$ cat src/design/lsws_pkg.sv
// ----------------------------------------------------------------------------
// lsws_pkg
// Shared types and constants for the longest subarray with sum block.
// ----------------------------------------------------------------------------
package lsws_pkg;

   localparam int TARGET_WIDTH  = 32;
   localparam int LEN_OUT_WIDTH = 9;

   typedef struct packed {
      logic valid;
      logic first;
   } scan_ctl_type;

endpackage

$ cat src/design/lsws_scan.sv
// ----------------------------------------------------------------------------
// lsws_scan
// Read sequencer: walks every start position and every end position from
// it onward, issuing one store read per cycle with the run length so far.
// ----------------------------------------------------------------------------
module lsws_scan #(
   parameter int ADDR_WIDTH = 8,
   parameter int LEN_WIDTH  = 9
) (
   input  logic                       clock,
   input  logic                       reset,
   input  logic                       start,
   input  logic [ADDR_WIDTH-1:0]      last_index,
   output logic                       busy,
   output lsws_pkg::scan_ctl_type     issue_ctl,
   output logic [ADDR_WIDTH-1:0]      rd_addr,
   output logic [LEN_WIDTH-1:0]       issue_len
);
   import lsws_pkg::*;

   logic                  busy_ff, busy_in;
   logic [ADDR_WIDTH-1:0] start_ff, start_in;
   logic [ADDR_WIDTH-1:0] end_ff, end_in;
   logic [LEN_WIDTH-1:0]  len_ff, len_in;

   always_comb begin
      busy_in  = busy_ff;
      start_in = start_ff;
      end_in   = end_ff;
      len_in   = len_ff;
      if (start) begin
         busy_in  = 1'b1;
         start_in = '0;
         end_in   = '0;
         len_in   = LEN_WIDTH'(1);
      end else if (busy_ff) begin
         if (end_ff == last_index) begin
            if (start_ff == last_index) begin
               busy_in = 1'b0;
            end else begin
               start_in = start_ff + ADDR_WIDTH'(1);
               end_in   = start_ff + ADDR_WIDTH'(1);
               len_in   = LEN_WIDTH'(1);
            end
         end else begin
            end_in = end_ff + ADDR_WIDTH'(1);
            len_in = len_ff + LEN_WIDTH'(1);
         end
      end
   end

   always_ff @(posedge clock) begin
      if (reset) begin
         busy_ff <= 1'b0;
      end else begin
         busy_ff <= busy_in;
      end
      start_ff <= start_in;
      end_ff   <= end_in;
      len_ff   <= len_in;
   end

   assign busy            = busy_ff;
   assign issue_ctl.valid = busy_ff;
   assign issue_ctl.first = (len_ff == LEN_WIDTH'(1));
   assign rd_addr         = end_ff;
   assign issue_len       = len_ff;
endmodule

$ cat config.mk
export PLATFORM = sky130hd
export DESIGN_NAME = lsws_scan
export DESIGN_NICKNAME = d
export VERILOG_FILES = /design/src/design/lsws_pkg.sv /design/src/design/lsws_scan.sv
export SDC_FILE = /design/constraint.sdc
export NUM_CORES = 1
export LEC_CHECK = 0
export BUFFER_PORTS_ARGS = -buffer_cell sky130_fd_sc_hd__buf_2
export CAP_MARGIN = 20
export CORE_ASPECT_RATIO = 1.1
export CORE_MARGIN = 1.5
export CORE_UTILIZATION = 33
export CTS_BUF_LIST = sky130_fd_sc_hd__clkbuf_8 sky130_fd_sc_hd__clkbuf_16
export DETAILED_ROUTE_END_ITERATION = 8
export PLACE_DENSITY = 0.54
export SLEW_MARGIN = 20
export SYNTH_ARGS = -nofsm -noshare
export SYNTH_HDL_FRONTEND = slang
export SYNTH_SLANG_ARGS = --single-unit
export TNS_END_PERCENT = 100
$ cat constraint.sdc
create_clock -name clock -period 3.25 [get_ports clock]
set_clock_uncertainty 0.2 [all_clocks]
set_input_delay 0.4875 -clock clock [delete_from_list [all_inputs] [get_ports clock]]
set_output_delay 0.4875 -clock clock [all_outputs]
set_load 0.03 [all_outputs]
; ---- After elaboration in Yosys (flattened, before gate mapping)
; Cells that the tools add are included.
[totals]
in_bits = 11
latchBits = 0
romBits = 0
regBits = 26
elab_cells = 22
mem_count = 0
output_inout_bits = 20
ramBits = 0
[op_classes]
n_reduce_logical = 2
add_sub_neg = 3
n_div = 0
n_eq_ne = 4
n_lt_le_gt_ge = 0
shifts = 0
mul = 0
n_mux = 8
bitwise = 1
[ops]
columns = op, n
row1 = 9-bit two-way mux, 2
row2 = 8-bit by 1-bit adder with 8-bit output (second input constant), 2
row3 = 8-bit equality test, 2
row4 = 8-bit two-way mux, 2
row5 = 9-bit by 1-bit adder with 9-bit output (second input constant), 1
row6 = 9-bit by 1-bit equality test with 1-bit output (second input constant), 1
row7 = 1-bit two-way mux, 4
row8 = 3-bit AND reduction, 1
row9 = 2-bit != test (second input constant), 1
row10 = 2-bit AND reduction, 1
row11 = 1-bit inverter, 1

; ---- Longest topological paths before layout
[logic_depth]
word_depth = 5
mapped_depth = 7
ltp_nobuf = 6

; ---- Worst setup path after synthesis
; OpenSTA, ideal clock, no wires.
[synth_path]
path_kind = register -> register
from = register end_ff[2], in the netlist rd_addr[2]
to = register end_ff[7], in the netlist rd_addr[7]
stages_incl_launch_ff = 6
setup_ns = 0.119
arrival_time_ns = 1.767
t_required_ns = 2.931
setup_slack_ns = 1.164
cell_sequence = dfxtp_1 > xnor2_1 > nand4_2 > o41ai_4 > inv_1 > o221a_2
[synth_between]
elab_chain_cells = 3
word_cells_on_any_way = 5
cone_classes = add/sub (1) / eq/ne (2) / mux (1) / reduce/logical (1)
[synth_lines]
columns = element, line
row1 = "start, declared", lsws_scan.sv:23  ; logic [ADDR_WIDTH-1:0] end_ff, end_in;
row2 = "start signal, assigned", lsws_scan.sv:59  ; end_ff <= end_in;
row3 = branches (longest 3 deep; another with 8-bit by 1-bit adder with 8-bit output), n/a
; Parallel ways; which one is timed is not known.
; A chain may end at the register's enable or synchronous reset.

; ---- Final worst setup path
[layout_path]
from = register end_ff[0], in the netlist rd_addr[0]
to = register end_ff[1], in the netlist rd_addr[1]
; The elaborated chain is that of the path after synthesis.

==> flow_summary.ini <==
[power]
sw_frac_of_total = 0.263
peakVddDrop_mv = 0.145
power.net_switching_w = 0.000191
seq_power_share = 0.471
clock_power_share = 0.369
p_leak_nw = 0.719
power_density_mw_per_mm2 = 376
total_power_w = 0.000727
p_int_w = 0.000536
comb_power_share = 0.161

[yosys]
synth_top_cells_by_area = dfxtp_1 (31%), xnor2_1 (11%), mux2i_1 (4.2%), nand2_1 (4.0%), nor2_1 (4.0%)
ys_seq_area_frac = 0.308
synth_area_leader_cell = dfxtp_1
syn_area_per_cell_um2 = 8.27
synth.distinct_cells = 39
postSynth.asyncResetShare = 0
yosys_register_bits = 26
synth_edf_count = 0
synthTopCellsByCount = dfxtp_1 (26), xnor2_1 (22), nand2_1 (18), nor2_1 (18), a21oi_1 (13)
netlist_area_mm2 = 0.00169
yosysMostFrequentCell = dfxtp_1
syn_inst = 204
syn-num-nets = 219
ys.warnings.count = 0
synthFlopType = dfxtp_1
synth.top_cell.area_share = 0.308

[timing]
hold_viol_final = 0
timing.final.crit_period_ns = 2.38
finalSetupViolations = 0
hold-worst-slack_ns = 0.155
report.final.slew_viol_count = 0
slew_headroom = 0.562
rsz0062_at_grt = no
tightestPinTransition_ns = 0.655
fmax_mhz = 421
finalWorstSetupSlack_ns = 0.872
period_share = 0.732
setup_tns_ns = 0

[die]
core_area_mm2 = 0.00497
dieHeight_um = 78.0
io_pins = 31
die-area_mm2 = 0.00555
num_rows = 27
start_util = 0.340
die_w_um = 71.2

[clocking]
path_clk_slew_ns = 0.09
clock_path_buffers = 2
cts_buffers = 3
clk_latency_ns = 0.27
cts_hold_buf = 0
cts_sinks = 26
cts_resized = 0
cts_tree = done
root_buffer = clkbuf_8
ctsHtreeMaxLevel = 1
post-cts-setup-buffers = 0

[job]
drv_cap = 0

[layout]
antennaDiodeCount = 0
finalNonFillerCells = 287
fill_cells = 521
seqCellArea_um2 = 520
layout-drive-gt1-share = 0.201
syn_to_final_growth_pct = 14.7
multi_input_area_mm2 = 0.00108
fin_nets = 245

[place]
dpl.cell_count = 283
io_buffers = 30
dp_hpwl_um = 3060
pre_cts_slack_ns = 0.702
gp_routability_congestion = 0.786

[detailed_routing]
antenna_left = 0
route.vias.total = 1525
avgRoutedWirePerCell_um = 14.1
dr.first_iter.drc_count = 48
drc = 0
firstDrtPassIters = 4
routed_via_density = 5.31
routed_wl_um = 4040

[grt]
grt_pass1_vias = 1456
grt_pass1_wl_um = 6870
grt_use_total = 0.152
grt.overflow.total = 0
grt_max_degree = 25
antenna_found_initial = 0

[worst_setup_path]
critPathMaxFanout = 16
endpoint_kind = register
cp.arrival_ns = 2.32
slowest_delay_ns = 0.60
slowest_stage = o41ai_4
start_kind = register
crit_type = register to register
worstPathCellList = xnor2_1 -> nand4_2 -> o41ai_4 -> buf_4 -> nor2b_1 -> a311oi_1
required_ns = 3.19

[worst_hold_path]
hp-class = input pin to register

[status]
status = finished, final reports clean
==> worst max-delay path, delay by kind of cell (launching register included) <==
family                 cells  cell delay, ns
AND/OR/NAND/NOR            2            0.40
AO/OA/AOI/OAI              2            0.65
XOR/XNOR                   1            0.21
buffers and inverters      1            0.31
flip-flops                 1            0.48
==> area by class of cell <==
cell class | instances | area share
flip-flops and latches | 26 | 0.269
clock inverters | 1 | 0.0155
inverters | 7 | 0.0136
multi-input cells | 160 | 0.558
repair buffers | 32 | 0.0853
well taps | 58 | 0.0375
clock buffers | 3 | 0.0213
==> power groups by stage <==
stage	Combinational, W	Clock [W]	Sequential [W]
6_report	0.000117	0.000268	0.000342
5_1_grt	0.000128	0.000290	0.000345
4_1_cts	0.000119	0.000282	0.000343
2_1_floorplan	0.0000710	0	0.000360
3_3_place_gp	0.000118	0	0.000350
3_5_place_dp	0.000118	0	0.000350
==> per-stage QoR <==
step | utilization | cell area (um2)
2_1_floorplan | - | 1690
3_3_place_gp | 0.375 | 1860
3_5_place_dp | 0.375 | 1860
4_1_cts | 0.390 | 1940
5_1_grt | 0.390 | 1940
6_report | 0.390 | 1940
==> path summary, 6_finish.rpt <==
check	end	startpoint	slack (ns)	cells after the start
setup / recovery	rd_addr[1]$_SDFFE_PP0P_	rd_addr[0]$_SDFFE_PP0P_	0.87	6
hold / removal	busy$_SDFF_PP0_	reset	0.16	2
setup reg to reg	rd_addr[1]$_SDFFE_PP0P_	rd_addr[0]$_SDFFE_PP0P_	0.87	6
hold reg to reg	start_ff[7]$_SDFFE_PP0P_	start_ff[7]$_SDFFE_PP0P_	0.32	2
==> cell families (layout without fill, tap and decap cells) <==
kind of cell / count (synthesis) / in the layout / share of synthesized area
buffers and inverters: 18 / 43 / 0.0519
adders and majority gates: 4 / 4 / 0.0297
xor gates and xnor gates: 23 / 23 / 0.119
AOI/OAI and AO/OA: 42 / 42 / 0.180
muxes: 10 / 10 / 0.0615
DFF: 26 / 26 / 0.308
and+or+nand+nor: 81 / 81 / 0.249
==> flip-flops by register name, summed over array words and instances, names as in the netlist <==
| name | count |
|---|---|
| start_ff | 8 |
| issue_len | 9 |
| busy | 1 |
| rd_addr | 8 |
==> layer usage <==
layer,wire length (um),global-route usage,vias to the layer above
met5,0,0,-
met4,18,0.0377,0
met3,107,0.0205,2
met2,1920,0.266,19
met1,1990,0.197,711
li1,-,-,793
==> placed cells by master (no fill, tap or decap), types with 5 or more instances in the layout <==
master / instances
buf_2: 30
o21ai_0: 8
nor3_1: 5
xnor2_1: 22
nor2b_1: 5
inv_1: 6
a21oi_1: 13
dfxtp_1: 26
and3_1: 5
or3_1: 8
nor2_1: 18
mux2i_1: 7
nand2_1: 18
nand3_1: 9
o32ai_1: 5
No activity file was read; power rests on OpenSTA's default activity.
