--- src/design/lsws_pkg.sv ---
// ----------------------------------------------------------------------------
// lsws_pkg
// Shared types and constants for the longest subarray with sum block.
// ----------------------------------------------------------------------------
package lsws_pkg;

   localparam int TARGET_WIDTH  = 32;
   localparam int LEN_OUT_WIDTH = 9;

   typedef struct packed {
      logic valid;
      logic first;
   } scan_ctl_type;

endpackage

--- src/design/lsws_accum.sv ---
// ----------------------------------------------------------------------------
// lsws_accum
// Running sum and match stage: aligns issued reads with store data, keeps
// the run total and records the longest run that hits the target.
// ----------------------------------------------------------------------------
module lsws_accum #(
   parameter int VALUE_WIDTH = 32,
   parameter int SUM_WIDTH   = 42,
   parameter int LEN_WIDTH   = 9
) (
   input  logic                                   clock,
   input  logic                                   reset,
   input  logic                                   clear,
   input  lsws_pkg::scan_ctl_type                 issue_ctl,
   input  logic [LEN_WIDTH-1:0]                   issue_len,
   input  logic [VALUE_WIDTH-1:0]                 rd_data,
   input  logic signed [lsws_pkg::TARGET_WIDTH-1:0] target_sum,
   output logic                                   busy,
   output logic [LEN_WIDTH-1:0]                   best_length
);
   import lsws_pkg::*;

   scan_ctl_type          rd_ctl_ff;
   logic [LEN_WIDTH-1:0]  rd_len_ff;
   logic                  acc_valid_ff;
   logic [LEN_WIDTH-1:0]  acc_len_ff;
   logic [SUM_WIDTH-1:0]  sum_ff, sum_in;
   logic [LEN_WIDTH-1:0]  best_ff, best_in;
   logic [SUM_WIDTH-1:0]  data_ext;
   logic [SUM_WIDTH-1:0]  target_ext;

   assign data_ext   = {{(SUM_WIDTH-VALUE_WIDTH){rd_data[VALUE_WIDTH-1]}}, rd_data};
   assign target_ext = {{(SUM_WIDTH-TARGET_WIDTH){target_sum[TARGET_WIDTH-1]}},
                        target_sum};

   always_comb begin
      sum_in = sum_ff;
      if (rd_ctl_ff.valid) begin
         sum_in = (rd_ctl_ff.first ? '0 : sum_ff) + data_ext;
      end
   end

   always_comb begin
      best_in = best_ff;
      if (clear) begin
         best_in = '0;
      end else if (acc_valid_ff && (sum_ff == target_ext) && (acc_len_ff > best_ff)) begin
         best_in = acc_len_ff;
      end
   end

   always_ff @(posedge clock) begin
      if (reset) begin
         rd_ctl_ff    <= '0;
         acc_valid_ff <= 1'b0;
         best_ff      <= '0;
      end else begin
         rd_ctl_ff    <= issue_ctl;
         acc_valid_ff <= rd_ctl_ff.valid;
         best_ff      <= best_in;
      end
      rd_len_ff  <= issue_len;
      acc_len_ff <= rd_len_ff;
      sum_ff     <= sum_in;
   end

   assign busy        = rd_ctl_ff.valid | acc_valid_ff;
   assign best_length = best_ff;
endmodule

--- config.mk ---
export PLATFORM = sky130hd
export DESIGN_NAME = lsws_accum
export DESIGN_NICKNAME = d
export VERILOG_FILES = /design/src/design/lsws_pkg.sv /design/src/design/lsws_accum.sv
export SDC_FILE = /design/constraint.sdc
export NUM_CORES = 1
export LEC_CHECK = 0
export BUFFER_PORTS_ARGS = -buffer_cell sky130_fd_sc_hd__buf_2
export CAP_MARGIN = 20
export CORE_ASPECT_RATIO = 1.25
export CORE_MARGIN = 4
export CORE_UTILIZATION = 25
export CTS_CLUSTER_DIAMETER = 150
export DETAILED_ROUTE_END_ITERATION = 10
export SLEW_MARGIN = 10
export SYNTH_ARGS = -nofsm -noshare
export SYNTH_HDL_FRONTEND = slang
export SYNTH_SLANG_ARGS = --single-unit
--- constraint.sdc ---
create_clock -name clock -period 3.35 [get_ports clock]
set_input_delay 0.1675 -clock clock [delete_from_list [all_inputs] [get_ports clock]]
set_output_delay 0.1675 -clock clock [all_outputs]
set_load 0.005 [all_outputs]
# Yosys cells after proc, flatten, opt, wreduce, memory -nomap -nowiden
# Index checks and enable logic that the tools add are counted.
dict set report totals {
  ramBits 0
  n_memories 0
  word_cells 15
  rom_bits 0
  regBits 72
  latchBits 0
}
dict set report op_classes {
  n_mux 1
  n_reduce_logical 3
  add_sub_neg 1
  div_mod_pow 0
  n_bitwise 1
  multipliers 0
  n_eq_ne 1
  shift 0
  n_lt_le_gt_ge 1
}
# op count
set ops {}
lappend ops {{adder 42 bit} 1}
lappend ops {{== test 42 bit} 1}
lappend ops {{two-way mux 42 bit} 1}
lappend ops {{greater-than comparator 9 bit} 1}
lappend ops {{logical AND 1 bit} 2}
lappend ops {{OR reduction 2 bit} 1}
lappend ops {{bitwise OR 1 bit} 1}

# Logic depth before layout (Yosys ltp)
# Gate-level depths: netlist of run 1.
dict set report depth {
  ltp_word 3
  depth_mapped 12
  depth_no_buf 11
}

# Least setup slack after synthesis of run 1
# OpenSTA, ideal clock, no wires.
dict set report synth_timing {
  path_type {flip-flop to flip-flop}
  from {register rd_ctl_ff[0] in the netlist's numbering}
  to {register sum_ff[37], data pin}
  stages_incl_launch_ff 11
  n_path_buf 1
  t_arrival_ps 2736
  period_less_slack_ps 2913
  slack_ps 437
  path_cell_list {dfxtp_1 clkbuf_1 nor2b_1 ha_1 a21oi_2 o21ai_2 or3_1 a211o_1 a2111o_1 and2_4 o311ai_2}
}
dict set report synth_between {
  elab_chain_len 2
}
# element line_no
set synth_rtl {}
lappend synth_rtl {{start: declaration} lsws_accum.sv:23} ;# scan_ctl_type rd_ctl_ff;
lappend synth_rtl {{start signal: assignment} lsws_accum.sv:58} ;# rd_ctl_ff <= issue_ctl;
lappend synth_rtl {{two-way mux 42 bit} lsws_accum.sv:39} ;# sum_in = (rd_ctl_ff.first ? '0 : sum_ff) + data_ext;
lappend synth_rtl {{adder 42 bit} lsws_accum.sv:39}
lappend synth_rtl {{end signal: assignment} lsws_accum.sv:64} ;# sum_ff <= sum_in;
lappend synth_rtl {{end: declaration} lsws_accum.sv:27} ;# logic [SUM_WIDTH-1:0] sum_ff, sum_in;
# Every way passes these cells.
# A chain may end at the register's enable or synchronous reset.

# Worst setup path after layout of run 1
# Same ends and word-level chain as after synthesis.

==> results.cfg, run 1 <==
[status]
status = finished, final reports clean

[critical_path]
crit_path_top_delay_cell = a2111o_1
cp.required_ns = 3.51
path_class = reg -> reg
crit_chain = buf_12, nor2b_1, ha_1, a21oi_2, o21ai_1, or3_1, a211o_1, a2111o_1, and2_4, o311ai_2
startpoint_type = flop
reg2reg_from = rd_ctl_ff[0]
worstPathMaxFanout = 32
critical_path.endpoint_type = flop
critPathLaunch = rd_ctl_ff[0]
slowest_delay_ns = 0.43
arrival_ns = 3.22

[power]
switching_share = 0.3292
switching_power_w = 0.001033
leakage_nw = 2.770
power_frac_comb = 0.330
p_per_area_nw_per_um2 = 465.9
pwr-share-clk = 0.316
peakVddDrop_uv = 271.8
p_int_w = 0.002105
p_seq_frac = 0.354

[job]
cap_viol_max_count = 0

[sta]
final_max_slew_viol_count = 0
finalClockSkew_ns = 0.008164
rsz0062_at_grt = false
tightest_slew_ns = 0.5111
fin_setup_tns_ns = 0
layout_min_cycle_time_ns = 3.061
fmax_mhz = 326.7
maxSlewHeadroom = 0.6572
post-route-period-util = 0.9137
finalHoldViolCount = 0
setup_viol = 0

[finish]
layout-drive-gt1-share = 0.1830
n_fill_cell = 2305
seqCellArea_um2 = 1863
antennaDiodeCount = 0
stdcell_count = 995
final_nets = 840
final_util = 0.3104
final_area_um2 = 6734
area_growth_pct = 21.41
multi_input_area_um2 = 3536

[placement]
dpl_cell_area_um2 = 6342
io_buffers = 87
gp_congestion = 0.8423
post-dp-hpwl_um = 12650
dp_cells = 970

[yosys]
synth_edf_count = 42
synth_top_cells_by_count = nor2b_1, ha_1, a21oi_1
synthesis.area_um2 = 5547
yosys.area.top_type_share = 0.2274
yosys_warnings = 0
avgSynthCellArea_um2 = 9.063
async_flop_share = 0
synthCells = 612
synthTopCellsByArea = edfxtp_1, ha_1, dfxtp_1, xnor2_1, nor2b_1
yosysUniqueCellTypes = 61
synth_most_common_cell = nor2b_1
synth_fp_nets = 741
ys_ff_latch = 72
synth_ff_type = edfxtp_1
ys_seq_area_frac = 0.3357
synth_top_area_cell = edfxtp_1

[floorplan]
io_pins = 88
row_count = 60
die_h_um = 174.5
die_width_um = 141.2
start_util = 0.2557
die-area_um2 = 24650
core_area_um2 = 21700

[global_routing]
grt_start_max_net_pins = 33
first_global_vias = 4845
grt_first_pass_wirelength_um = 25030
antenna_found_initial = 2
grt_overflow = 0
grt_use_total = 0.1284

[clocking]
cts.sinks = 72
post_cts_resized = 0
clock_latency_ns = 0.34
cts_tree = built
clk_pin_slew_ns = 0.06
cts_buffer_depth = 2
htreeDepth = 3
root_buffer = clkbuf_16
cts_buffers = 9

[route]
wl_um = 15970
drt_iter0_drc = 180
drc_errors = 0
wl_per_cell_um = 16.05
vias_per_cell = 4.822
first_pass_iters = 4
drtAntennaViolNets = 0
vias = 4798

[min_path]
min_from = reset
hp-class = in -> reg
-- path summary, 6_finish.rpt --
path / endpoint / slack (ns) / depth (start not counted)
worst max register to register: sum_ff[37] / 0.29 / 10
worst min register to register: acc_len_ff[6] / 0.33 / 0
worst max-delay path: sum_ff[37] / 0.29 / 10
worst min-delay path: rd_ctl_ff[1] / 0.03 / 2
-- layer usage --
layer / wire, µm / track usage / up-vias
met5: 27 / 0 / -
li1: - / - / 2439
met2: 7578 / 0.2107 / 117
met3: 843 / 0.03054 / 23
met1: 7210 / 0.1641 / 2215
met4: 310 / 0.04483 / 4
-- what timing repair did --
item                                   CTS  global route
setup buffers                            0             0
endpoints found under the hold margin    9             0
hold buffers                             9             0
-- logic make-up after synthesis --
logic type | share of synthesized area
flip-flops | 0.3357
AND/OR/NAND/NOR | 0.2093
multiplexers | 0.02211
buffers and inverters | 0.02797
XOR/XNOR | 0.1042
adder cells (fa/ha/maj) | 0.1164
AO/OA/AOI/OAI | 0.1843
-- area by class of cell --
class / count / area share
Tap cell: 279 / 0.05184
Clock inverter: 3 / 0.002787
Inverter: 23 / 0.01282
Clock buffer: 13 / 0.04199
Multi-Input combinational cell: 501 / 0.5251
Sequential cell: 72 / 0.2767
Timing Repair Buffer: 104 / 0.08881
-- worst max-delay path: cells and delay by family, from the launching register on --
kind                       cells  cell delay (ns)
AOI/OAI and AO/OA              5             1.31
buffers and inverters          1             0.20
and+or+nand+nor                3             0.62
adders and majority gates      1             0.37
DFF                            1             0.35
-- registers in the layout (all words and copies together) (netlist names) --
signal,count
sum_ff,42
acc_len_ff,9
best_length,9
rd_len_ff,9
rd_ctl_ff,2
acc_valid_ff,1
-- stage by stage --
step                total power (W)  setup slack [ns]  hold slack (ns)
global route               0.003338           0.09086          0.02171
global placement           0.002146            0.3601           0.2713
finish                     0.003138            0.2892          0.02993
detailed placement         0.002148            0.3140           0.2711
floorplan                  0.001870            0.4373           0.1952
CTS                        0.003165            0.2957          0.01193
-- power by group through the flow --
stage	registers, W	clock network (W)	logic [W]
after floorplan	0.00111	0	0.000757
after global placement	0.00113	0	0.00102
after detailed placement	0.00113	0	0.00102
after CTS	0.00111	0.00102	0.00104
after global routing	0.00112	0.00107	0.00115
final	0.00111	0.000992	0.00103
-- cells in the final DEF (no fill, tap or decap), types with 4 or more instances in the layout --
| cell type | n |
|---|---|
| ha_1 | 50 |
| a31oi_1 | 6 |
| o21ai_0 | 21 |
| o211a_1 | 4 |
| xnor2_1 | 39 |
| and3_1 | 4 |
| or2_2 | 4 |
| clkbuf_16 | 11 |
| nor4_1 | 11 |
| edfxtp_1 | 42 |
| xor2_1 | 27 |
| nor3_1 | 13 |
| a21o_1 | 17 |
| a21oi_2 | 4 |
| dlygate4sd3_1 | 9 |
| nand3_1 | 18 |
| or3_1 | 6 |
| mux2i_1 | 10 |
| nor2_1 | 41 |
| nand2_1 | 42 |
| o21a_1 | 7 |
| dfxtp_1 | 29 |
| buf_4 | 7 |
| nand2b_1 | 7 |
| a21oi_1 | 43 |
| nor2b_1 | 52 |
| nand4_1 | 13 |
| inv_1 | 22 |
| o21bai_1 | 5 |
| buf_2 | 87 |
| and2_1 | 4 |
| o211ai_1 | 7 |
| a211oi_1 | 7 |
(Power assumes the default switching activity.)
==> run 2: changes to the inputs <==
--- a/config.mk
+++ b/config.mk
@@ -8,7 +8,7 @@
 export BUFFER_PORTS_ARGS = -buffer_cell sky130_fd_sc_hd__buf_2
 export CAP_MARGIN = 20
 export CORE_ASPECT_RATIO = 1.25
-export CORE_MARGIN = 4
+export CORE_MARGIN = 5
 export CORE_UTILIZATION = 25
 export CTS_CLUSTER_DIAMETER = 150
 export DETAILED_ROUTE_END_ITERATION = 10
==> results.cfg, run 2 (synthesized netlist as in run 1, its figures left out) <==
[min_path]
hp-class = in -> reg

[critical_path]
cp.required_ns = 3.53
crit_end = sum_ff[37]
r2r-end = sum_ff[37]
critical_path.endpoint_type = flop
worstPathMaxFanout = 31
critPathLaunch = rd_ctl_ff[0]
path_class = reg -> reg
reg2reg_setup_slack_ns = 0.31
startpoint_type = flop
ff2ff_path_depth = 12
reg2reg_from = rd_ctl_ff[0]
arrival_ns = 3.21

[finish]
final_common_cell = buf_2
stdcell_count = 1000
antennaDiodeCount = 0
largest_reg_flops = 42
area_growth_pct = 21.66
final_util = 0.3059
layout-drive-gt1-share = 0.1869
final_cell_mix = buf_2, nor2b_1, ha_1
final_nets = 841
top_register = sum_ff
n_fill_cell = 2323

[route]
wl_um = 15680
wl_per_cell_um = 15.68
vias_per_cell = 4.767
first_pass_iters = 4
vias = 4767
drtAntennaViolNets = 0
drt_iter0_drc = 229
drc_errors = 0

[power]
leakage_nw = 2.777
pwr-share-clk = 0.316
p_per_area_nw_per_um2 = 463.8
peakVddDrop_uv = 301.9
power_frac_comb = 0.328
switching_share = 0.3372
p_seq_frac = 0.356
p_int_w = 0.002074
switching_power_w = 0.001055

[global_routing]
grt_use_total = 0.1255
antenna_found_initial = 1
grt_start_max_net_pins = 32
grt_first_pass_wirelength_um = 24800
grt_overflow = 0
first_global_vias = 4829

[sta]
post-route-period-util = 0.9068
finalClockSkew_ns = 0.01081
fin_setup_tns_ns = 0
setup_viol = 0
layout_min_cycle_time_ns = 3.038
finalHoldViolCount = 0
fmax_mhz = 329.2
maxSlewHeadroom = 0.4960
tightest_slew_ns = 0.7559
final_max_slew_viol_count = 0
rsz0062_at_grt = false

[floorplan]
start_util = 0.2515
die_h_um = 176.5
row_count = 61
die-area_um2 = 25280
io_pins = 88
core_area_um2 = 22060
die_width_um = 143.2

[clocking]
cts.sinks = 72
root_buffer = clkbuf_16
cts_setup_buffers = 0
clk_pin_slew_ns = 0.07
clock_latency_ns = 0.35
cts_buffers = 9
cts_buffer_depth = 2
cts_tree = built
htreeDepth = 3

[job]
cap_viol_max_count = 0

[placement]
post-dp-hpwl_um = 12750
io_buffers = 87
dp_cells = 975
gp_congestion = 0.8913

[status]
status = finished, final reports clean
-- run 2: what timing repair did --
action | in CTS | in global routing
hold endpoints to repair | 9 | 0
hold buffers | 9 | 0
gates resized for setup | 0 | 0
-- run 2: worst min path at each step --
stage | start | endpoint | slack, ns | depth (start not counted)
finish | issue_ctl[1] | rd_ctl_ff[1] | 0.03 | 2
CTS | issue_ctl[1] | rd_ctl_ff[1] | 0.02 | 2
detailed placement | issue_len[1] | rd_len_ff[1] | 0.27 | 1
global placement | issue_len[1] | rd_len_ff[1] | 0.27 | 1
global route | issue_ctl[1] | rd_ctl_ff[1] | 0.04 | 2
floorplan | issue_len[0] | rd_len_ff[0] | 0.20 | 0
-- run 2: power groups by stage --
stage               clock, W  sequential [W]  combinational [W]
floorplan                  0         0.00111           0.000757
global placement           0         0.00113            0.00101
detailed placement         0         0.00114            0.00101
CTS                  0.00101         0.00112            0.00103
global route         0.00104         0.00112            0.00115
finish              0.000988         0.00112            0.00103
-- run 2: metrics by stage --
step | setup WS, ns | hold slack (ns) | power [W] | cell area [µm²]
6_report | 0.3124 | 0.03173 | 0.003129 | 6748
5_1_grt | 0.06275 | 0.04042 | 0.003317 | 6748
4_1_cts | 0.2522 | 0.01947 | 0.003154 | 6748
3_5_place_dp | 0.2771 | 0.2716 | 0.002148 | 6355
3_3_place_gp | 0.2642 | 0.2704 | 0.002144 | 6355
2_1_floorplan | 0.4373 | 0.1952 | 0.001870 | 5547
-- run 2: layout make-up --
cell class	count	area, µm²	area share
Timing Repair Buffer	105	605.6	0.08975
Clock buffer	10	250.2	0.03709
Sequential cell	72	1863	0.2761
Clock inverter	6	52.55	0.007788
Multi-Input combinational cell	501	3536	0.5240
Inverter	23	86.33	0.01279
Tap cell	283	354.1	0.05248
-- run 2: worst max-delay path: stages, from the launching register on --
cell	delay [ns]
dfxtp_1	0.35
buf_12	0.20
buf_4	0.22
nor2b_1	0.07
ha_1	0.36
a21o_1	0.23
a21o_1	0.19
a221oi_1	0.23
buf_4	0.18
inv_2	0.03
a2111o_1	0.39
and2_4	0.18
o311ai_2	0.23
-- run 2: per-layer routing --
| metal | global-route usage | up-vias | wire, µm |
|---|---|---|---|
| met5 | 0 | - | 13 |
| met4 | 0.04082 | 2 | 267 |
| met3 | 0.02547 | 14 | 757 |
| met2 | 0.2106 | 97 | 7550 |
| met1 | 0.1612 | 2211 | 7089 |
| li1 | - | 2443 | - |
==> run 3: changes to the inputs <==
--- a/config.mk
+++ b/config.mk
@@ -5,11 +5,13 @@
 export SDC_FILE = /design/constraint.sdc
 export NUM_CORES = 1
 export LEC_CHECK = 0
+export ABC_AREA = 1
 export BUFFER_PORTS_ARGS = -buffer_cell sky130_fd_sc_hd__buf_2
 export CAP_MARGIN = 20
 export CORE_ASPECT_RATIO = 1.25
 export CORE_MARGIN = 5
 export CORE_UTILIZATION = 25
+export CTS_BUF_LIST = sky130_fd_sc_hd__clkbuf_8 sky130_fd_sc_hd__clkbuf_16
 export CTS_CLUSTER_DIAMETER = 150
 export DETAILED_ROUTE_END_ITERATION = 10
 export SLEW_MARGIN = 10
==> results.cfg, run 3 <==
[status]
status = finished, violations left
violations = DRC

[global_routing]
antenna_found_initial = 2
grt_use_total = 0.1332
grt_first_pass_wirelength_um = 28990
grt_start_max_net_pins = 43
grt_overflow = 0
first_global_vias = 5934

[power]
switching_share = 0.3660
p_int_w = 0.001921
power_frac_comb = 0.327
p_per_area_nw_per_um2 = 417.7
switching_power_w = 0.001109
peakVddDrop_uv = 241.9
leakage_nw = 3.702
p_seq_frac = 0.358
pwr-share-clk = 0.315

[placement]
dpl_cell_area_um2 = 6874
gp_congestion = 0.9372
post-dp-hpwl_um = 15330
io_buffers = 87
dp_cells = 1327

[critical_path]
arrival_ns = 2.62
cp.required_ns = 3.46
r2r-end = sum_ff[26]
startpoint_type = flop
critical_path.endpoint_type = flop
path_class = reg -> reg
ff2ff_path_depth = 16
worstPathMaxFanout = 42
reg2reg_from = rd_ctl_ff[0]
reg2reg_setup_slack_ns = 0.83

[finish]
seqCellArea_um2 = 1863
top_register = sum_ff
final_common_cell = nand2_1
multi_input_area_um2 = 3575
n_fill_cell = 2570
final_nets = 1151
final_cell_mix = nand2_1, inv_1, nor2_1
area_growth_pct = 20.44
largest_reg_flops = 42
stdcell_count = 1354
final_area_um2 = 7253
layout-drive-gt1-share = 0.1402

[sta]
final_max_slew_viol_count = 0
setup_viol = 0
tightest_slew_ns = 0.7464
fin_setup_tns_ns = 0
layout_min_cycle_time_ns = 2.515
maxSlewHeadroom = 0.5006
fmax_mhz = 397.6
finalClockSkew_ns = 0.008879
rsz0062_at_grt = false
hold_slack_ns = 0.01526
finalHoldViolCount = 0
post-route-period-util = 0.7508

[clocking]
cts.sinks = 72
cts_buffers = 9
clock_latency_ns = 0.35
cts_buffer_depth = 2
cts_setup_buffers = 0
clk_pin_slew_ns = 0.06
root_buffer = clkbuf_16
cts_tree = built
htreeDepth = 3

[yosys]
synthCells = 918
synth_fp_nets = 1047
synth_ff_type = edfxtp_1
synth_edf_count = 42
yosys_warnings = 0
async_flop_share = 0
synth_top_area_cell = edfxtp_1
synth_most_common_cell = nand2_1
synthesis.area_um2 = 6022
synth_top_cells_by_count = nand2_1, inv_1, nor2_1
ys_ff_latch = 72
yosys.area.top_type_share = 0.2094
yosysUniqueCellTypes = 31
avgSynthCellArea_um2 = 6.560
ys_seq_area_frac = 0.3092
synthTopCellsByArea = edfxtp_1, nand2_1, ha_1, dfxtp_1, inv_1

[route]
wl_um = 18400
drtAntennaViolNets = 0
wl_per_cell_um = 13.59
vias_per_cell = 4.418
drt_iter0_drc = 309
drc_errors = 4
first_pass_iters = 8
vias = 5982

[min_path]
hold_depth = 2
holdPathEnd = rd_ctl_ff[1]
hp-class = in -> reg
min_from = reset

[floorplan]
io_pins = 88
die-area_um2 = 27310
core_area_um2 = 23730
row_count = 63
die_h_um = 183.5
start_util = 0.2538
die_width_um = 148.8

[job]
cap_viol_max_count = 0
run 3: cell types whose count changed in the layout (fill, tap and decap cells not counted), moves of 9 or more:
cell,before,now
inv_1,22,146
nand2_1,42,281
nor2_1,41,143
nand3_1,18,38
a21oi_1,43,58
nand2_2,0,11
xnor2_1,39,10
a21o_1,17,2
nor2b_1,52,0
nor3_1,13,4
mux2i_1,10,0
nor4_1,11,0
run 3: worst max path at each step:
stage	startpoint	to	slack, ns	cells past startpoint
floorplan	rd_ctl_ff[0]	sum_ff[34]	0.96	17
global placement	rd_ctl_ff[0]	sum_ff[26]	0.93	16
detailed placement	rd_ctl_ff[0]	sum_ff[26]	0.85	16
CTS	rd_ctl_ff[0]	sum_ff[26]	0.83	16
global route	rd_ctl_ff[0]	sum_ff[34]	0.69	16
finish	rd_ctl_ff[0]	sum_ff[26]	0.83	16
run 3: timing repair:
action / CTS / global route
hold buffers: 9 / 0
hold endpoints to repair: 9 / 0
gates resized for setup: 0 / 0
run 3: logic make-up (layout without fill, tap and decap cells):
group                    count (synthesis)  after routing  synth area share
flip-flops                              72             72            0.3092
adder cells (fa/ha/maj)                 51             51            0.1072
XOR/XNOR                                29             29           0.04218
other                                    0              2                 0
AND/OR/NAND/NOR                        505            505            0.3491
AO/OA/AOI/OAI                          105            105           0.09516
buffers and inverters                  156            265           0.09724
run 3: worst max-delay path, cell delays in order, from the launching register on:
cell and delay [ns]:
dfxtp_1 0.32, buf_12 0.18, nor2_1 0.13, ha_1 0.19, inv_1 0.06, fa_1 0.38, nand3b_1 0.18, nand2_2 0.12
nand2_1 0.07, nand2_2 0.10, nand2_1 0.06, nand2_1 0.10, nand2_1 0.07, nand2_2 0.10, nand2_1 0.08, nand3_1 0.07
nand2_1 0.05
run 3: stage by stage:
stage | total power (W) | util | setup slack, ns
2_1_floorplan | 0.001786 | - | 0.9635
3_3_place_gp | 0.002079 | 0.2897 | 0.9318
3_5_place_dp | 0.002084 | 0.2897 | 0.8482
4_1_cts | 0.003051 | 0.3055 | 0.8308
5_1_grt | 0.003227 | 0.3055 | 0.6864
6_report | 0.003030 | 0.3057 | 0.8349
run 3: cell type report:
| type | instances | area share |
|---|---|---|
| tap | 325 | 0.05606 |
| clock buffer | 9 | 0.03105 |
| antenna | 2 | 0.0006900 |
| multi-input combinational | 690 | 0.4928 |
| inverter | 151 | 0.07814 |
| clock inverter | 7 | 0.008108 |
| timing repair buffer | 98 | 0.07625 |
| sequential | 72 | 0.2569 |
run 3: metal layers:
metal,GRT usage,up-vias,routed length [µm]
li1,-,3113,-
met1,0.1432,2707,7335
met2,0.2517,126,9736
met3,0.02737,36,737
met4,0.05495,0,585
met5,0,-,0
run 3: power groups by stage:
| stage | sequential, W | combinational [W] | clock [W] |
|---|---|---|---|
| finish | 0.00109 | 0.000990 | 0.000954 |
| CTS | 0.00109 | 0.000993 | 0.000971 |
| global route | 0.00109 | 0.00112 | 0.00101 |
| detailed placement | 0.00111 | 0.000979 | 0 |
| floorplan | 0.00110 | 0.000689 | 0 |
| global placement | 0.00110 | 0.000974 | 0 |
